## src/rtl/core/pbs_pkg.sv

```systemverilog
// ----------------------------------------------------------------------------
// pbs_pkg
// Shared types and constants for the pixel binning summer: field widths,
// control register indexes and the result beat carried through the output
// queue.
// ----------------------------------------------------------------------------
package pbs_pkg;

   // Field widths fixed by the interface.
   localparam int PIX_W     = 16;
   localparam int SUM_W     = 22;
   localparam int OUT_COL_W = 12;
   localparam int ROW_W     = 12;
   localparam int DIM_W     = 13;
   localparam int BIN_REG_W = 4;

   // Largest bin sum; larger sums saturate here.
   localparam logic [SUM_W-1:0] SUM_MAX = {SUM_W{1'b1}};

   // Largest image height in rows.
   localparam logic [DIM_W-1:0] HEIGHT_MAX = 13'd4096;

   // Control register port.
   localparam int CSR_W     = 13;
   localparam int CSR_IDX_W = 2;

   localparam logic [CSR_IDX_W-1:0] CSR_IMAGE_WIDTH  = 2'd0;
   localparam logic [CSR_IDX_W-1:0] CSR_IMAGE_HEIGHT = 2'd1;
   localparam logic [CSR_IDX_W-1:0] CSR_BIN_WIDTH    = 2'd2;
   localparam logic [CSR_IDX_W-1:0] CSR_BIN_HEIGHT   = 2'd3;

   // Output queue geometry.
   localparam int OUTQ_DEPTH = 3;
   localparam int OUTQ_PTR_W = 2;
   localparam int OUTQ_CNT_W = 2;

   // One result beat.
   typedef struct packed {
      logic [SUM_W-1:0]     bin_sum;
      logic [OUT_COL_W-1:0] bin_column;
      logic [ROW_W-1:0]     bin_row;
      logic                 frame_done;
   } pbs_result_type;

endpackage

```

## src/rtl/core/pbs_out_fifo.sv

```systemverilog
// ----------------------------------------------------------------------------
// pbs_out_fifo
// Three-entry result queue between the accumulate stage and the result
// channel, so the accumulate stage never has to hold while the consumer
// stalls.
// ----------------------------------------------------------------------------
module pbs_out_fifo (
   input  logic                                  clock,
   input  logic                                  reset,
   input  logic                                  push_valid,
   input  pbs_pkg::pbs_result_type               push_data,
   input  logic                                  pop,
   output logic                                  head_valid,
   output pbs_pkg::pbs_result_type               head_data,
   output logic [pbs_pkg::OUTQ_CNT_W-1:0]        count
);
   import pbs_pkg::*;

   pbs_result_type              entry_ff [OUTQ_DEPTH];
   logic [OUTQ_PTR_W-1:0]       wr_ptr_ff;
   logic [OUTQ_PTR_W-1:0]       wr_ptr_in;
   logic [OUTQ_PTR_W-1:0]       rd_ptr_ff;
   logic [OUTQ_PTR_W-1:0]       rd_ptr_in;
   logic [OUTQ_CNT_W-1:0]       count_ff;
   logic [OUTQ_CNT_W-1:0]       count_in;

   // Pointer and occupancy updates; pointers wrap at the queue depth.
   always_comb begin
      wr_ptr_in = wr_ptr_ff;
      rd_ptr_in = rd_ptr_ff;
      count_in  = count_ff;
      if (push_valid) begin
         wr_ptr_in = (wr_ptr_ff == OUTQ_PTR_W'(OUTQ_DEPTH - 1)) ? '0
                     : wr_ptr_ff + OUTQ_PTR_W'(1);
      end
      if (pop) begin
         rd_ptr_in = (rd_ptr_ff == OUTQ_PTR_W'(OUTQ_DEPTH - 1)) ? '0
                     : rd_ptr_ff + OUTQ_PTR_W'(1);
      end
      priority if (push_valid && !pop) begin
         count_in = count_ff + OUTQ_CNT_W'(1);
      end else if (pop && !push_valid) begin
         count_in = count_ff - OUTQ_CNT_W'(1);
      end else begin
         count_in = count_ff;
      end
   end

   always_ff @(posedge clock) begin
      if (reset) begin
         wr_ptr_ff <= '0;
         rd_ptr_ff <= '0;
         count_ff  <= '0;
      end else begin
         wr_ptr_ff <= wr_ptr_in;
         rd_ptr_ff <= rd_ptr_in;
         count_ff  <= count_in;
      end
   end

   // Entry storage; payload needs no reset.
   always_ff @(posedge clock) begin
      if (push_valid) begin
         entry_ff[wr_ptr_ff] <= push_data;
      end
   end

   assign head_valid = (count_ff != '0);
   assign head_data  = entry_ff[rd_ptr_ff];
   assign count      = count_ff;

`ifndef SYNTHESIS
   // A beat is never written into a full queue unless one is also taken from it.
   assert property (@(posedge clock) disable iff (reset)
      push_valid && !pop |-> count_ff != OUTQ_CNT_W'(OUTQ_DEPTH))
      else $error("pbs_out_fifo: push into full queue");

   // A beat is never taken from an empty queue.
   assert property (@(posedge clock) disable iff (reset)
      pop |-> count_ff != '0)
      else $error("pbs_out_fifo: pop from empty queue");
`endif

endmodule

```

## config.mk

```make
export PLATFORM = sky130hd
export DESIGN_NAME = pbs_out_fifo
export DESIGN_NICKNAME = d
export VERILOG_FILES = /design/src/rtl/core/pbs_pkg.sv /design/src/rtl/core/pbs_out_fifo.sv
export SDC_FILE = /design/constraint.sdc
export NUM_CORES = 1
export LEC_CHECK = 0
export BUFFER_PORTS_ARGS = -buffer_cell sky130_fd_sc_hd__clkbuf_2
export CAP_MARGIN = 20
export CORE_ASPECT_RATIO = 1.4
export CORE_MARGIN = 2
export CORE_UTILIZATION = 55
export DETAILED_ROUTE_END_ITERATION = 8
export GPL_ROUTABILITY_DRIVEN = 0
export GPL_TIMING_DRIVEN = 0
export PLACE_DENSITY = 0.9
export SYNTH_ARGS = -nofsm -noshare
export SYNTH_HDL_FRONTEND = slang
export SYNTH_SLANG_ARGS = --single-unit
```

## constraint.sdc

```tcl
create_clock -name clock -period 7 [get_ports clock]
set_input_delay 1.4 -clock clock [delete_from_list [all_inputs] [get_ports clock]]
set_output_delay 1.4 -clock clock [all_outputs]
set_load 0.005 [all_outputs]
```

==> results.json <==
{
  "synth_most_common_cell": "edfxtp_1",
  "port_buffers": 100,
  "vias": 3139,
  "status": "completed",
  "viasPerCell": 5.20,
  "route.antenna.remaining_nets": 0,
  "cp_max_fo": 10,
  "seqPwrFrac_pct": 47.0,
  "grt_pass1_wl_um": 15300,
  "hold_violations": 0,
  "regArea_sq_um": 4390,
  "synthesis.nets": 382,
  "ir_worst_vdd_mv": 0.236,
  "hpwl_um": 6780,
  "fmax_mhz": 321,
  "wirelength_um": 10200,
  "synth_area_leaders": "edfxtp_1 (76%), mux2i_1 (8.5%), o21ai_1 (4.2%)",
  "die_y_um": 123,
  "gr-usage-all-layers_pct": 19.6,
  "grt-ovfl-total": 0,
  "crit_path_start_kind": "flop",
  "critPathTopFamily": "buffers and inverters",
  "firstDrtPassIters": 4,
  "num_io_pins": 101,
  "min_path_type": "reg2reg",
  "intPower_mw": 1.74,
  "antenna_found_initial": 0,
  "wire_per_inst_um": 16.8,
  "synth_top_cell_area_share_pct": 76.4,
  "synth-main-ff-cell": "edfxtp_1",
  "use_met2_pct": 33.0,
  "fillers": 621,
  "start_util_pct": 56.3,
  "core_area_sq_um": 9850,
  "tightest_slew_ns": 0.691,
  "syn-instance-count": 330,
  "arrival_ns": 1.71,
  "cp_slowest_stage_delay_ns": 0.41,
  "finalSetupViolCount": 0,
  "post-route-min-period_ns": 3.11,
  "cp.required_ns": 5.60,
  "grtUsageMet1_pct": 22.4,
  "rsz0062_at_grt": "false",
  "slew_headroom_pct": 53.8,
  "grt_max_degree": 28,
  "clock-sinks": 149,
  "clockBufferDepth": 2,
  "drt_iter0_markers": 192,
  "clock_latency_ns": 0.42,
  "post_cts_buffers": 0,
  "nNetsFinal": 508,
  "maxCapViolCount": 0,
  "critical_path_class": "reg2out",
  "grt_pass1_vias": 3147,
  "leakagePower_nw": 2.56,
  "slowest_stage": "clkbuf_1",
  "cts_buffers": 17,
  "finClkSkew_ns": 0.00807,
  "synth.distinct_cells": 22,
  "synth_edf_count": 141,
  "synth_area_sq_um": 5550,
  "fp-row-count": 43,
  "cts_tree": "done",
  "yosysTopAreaCell": "edfxtp_1",
  "placed_area_sq_um": 6330,
  "switching_share_pct": 20.6,
  "drive_gt1_share_pct": 32.8,
  "p_switching_mw": 0.452,
  "multi_input_area_sq_um": 1040,
  "busiest_layer": "met2",
  "fin_area_sq_um": 7000,
  "synth_common_cells": "edfxtp_1 (141), nand2_1 (50), mux2i_1 (47), o21ai_1 (47), dfxtp_1 (8)",
  "met3_usage_pct": 6.66,
  "synth_seq_cells": 149,
  "crit_path_cell_trace": "buf_4, clkbuf_1, o21ai_1, clkbuf_2",
  "clockRootBuffer": "clkbuf_16",
  "path_clk_slew_ns": 0.06,
  "drc": 0,
  "period_share_pct": 44.5,
  "comb_power_share_pct": 7.8,
  "ys_seq_area_share_pct": 79.2,
  "critPathCaptureType": "output port",
  "holdWs_ns": 0.507,
  "ys_warn_count": 0,
  "fp.dieArea_sq_um": 10900,
  "cts.hold.buffers_added": 0,
  "cts_resized": 0,
  "antenna_cells": 0,
  "p_per_area_nw_per_um2": 313,
  "async_reset_ff_share_pct": 0,
  "area_growth_syn_to_layout_pct": 26.2,
  "crit_buf_inv": 3,
  "htreeDepth": 4,
  "slew_violations": 0,
  "die_w_um": 88.9,
  "clockPowerShare_pct": 45.2,
  "syn_avg_cell_area_sq_um": 16.8
}
-- sequential cells by signal, indices dropped and copies added (netlist names), named ones only --
register / flops
count: 2
rd_ptr_ff: 2
entry_ff: 141
wr_ptr_ff: 2
-- cell usage in the layout (no fill, tap or decap), drive strengths merged --
cell type	n
edfxtp	141
clkbuf	121
nand2	50
o21ai	48
mux2i	47
buf	19
dfxtp	8
clkinv	6
nor2	6
bufinv	5
a21oi	4
inv	3
xor2	2
clkinvlp	2
nor3b	2
or2	1
nand3b	1
mux2	1
or3	1
ha	1
-- final timing paths --
path / startpoint / to / slack [ns] / cells after the start
worst max register to register: wr_ptr_ff[0] / entry_ff[1][46] / 5.27 / 3
worst min-delay path: rd_ptr_ff[1] / rd_ptr_ff[1] / 0.51 / 2
worst max-delay path: flop / head_data[37] / 3.89 / 4
worst min register to register: rd_ptr_ff[1] / rd_ptr_ff[1] / 0.51 / 2
-- power groups by stage --
stage / clock network (mW) / logic [mW] / registers [mW]
3_3_place_gp: 0 / 0.157 / 1.05
6_report: 0.992 / 0.171 / 1.03
3_5_place_dp: 0 / 0.173 / 1.05
5_1_grt: 1.04 / 0.189 / 1.03
2_1_floorplan: 0 / 0.0867 / 1.05
4_1_cts: 1.00 / 0.174 / 1.03
-- worst reg2reg max path: stages (launching register included) --
cell	delay, ns
dfxtp_1	0.43
nand2_1	0.15
nor2_4	0.55
buf_12	0.28
-- through the flow --
stage	power [mW]	std cells	TNS, ns	util, %	worst slack, ns
4_1_cts	2.21	604	0	71.1	3.80
6_report	2.19	604	0	71.1	3.89
2_1_floorplan	1.14	330	0	-	1.60
5_1_grt	2.27	604	0	71.1	3.72
3_5_place_dp	1.22	572	0	64.3	4.14
3_3_place_gp	1.21	565	-31.07	63.1	-0.657
-- routing by layer --
layer | part of all wire [%] | up-vias
li1 | - | 1500
met1 | 40 | 1512
met2 | 53 | 105
met3 | 5.2 | 22
met4 | 2.4 | 0
met5 | 0 | -
-- cell families after synthesis --
| logic type | synth area share (%) |
|---|---|
| compound gates | 4.69 |
| xor+xnor | 0.316 |
| fa+ha+maj | 0.226 |
| buf+inv | 2.41 |
| flops | 79.2 |
| mux | 8.69 |
| simple gates | 4.42 |
-- cell type report --
cell class | instances | area share, %
clock buffers | 18 | 6.27
plain buffers | 15 | 1.81
flip-flops and latches | 149 | 62.8
repair buffers | 107 | 8.58
clock inverters | 14 | 3.24
well taps | 135 | 2.41
inverters | 2 | 0.107
multi-input cells | 164 | 14.8
Power figures use the tool's default switching activity.
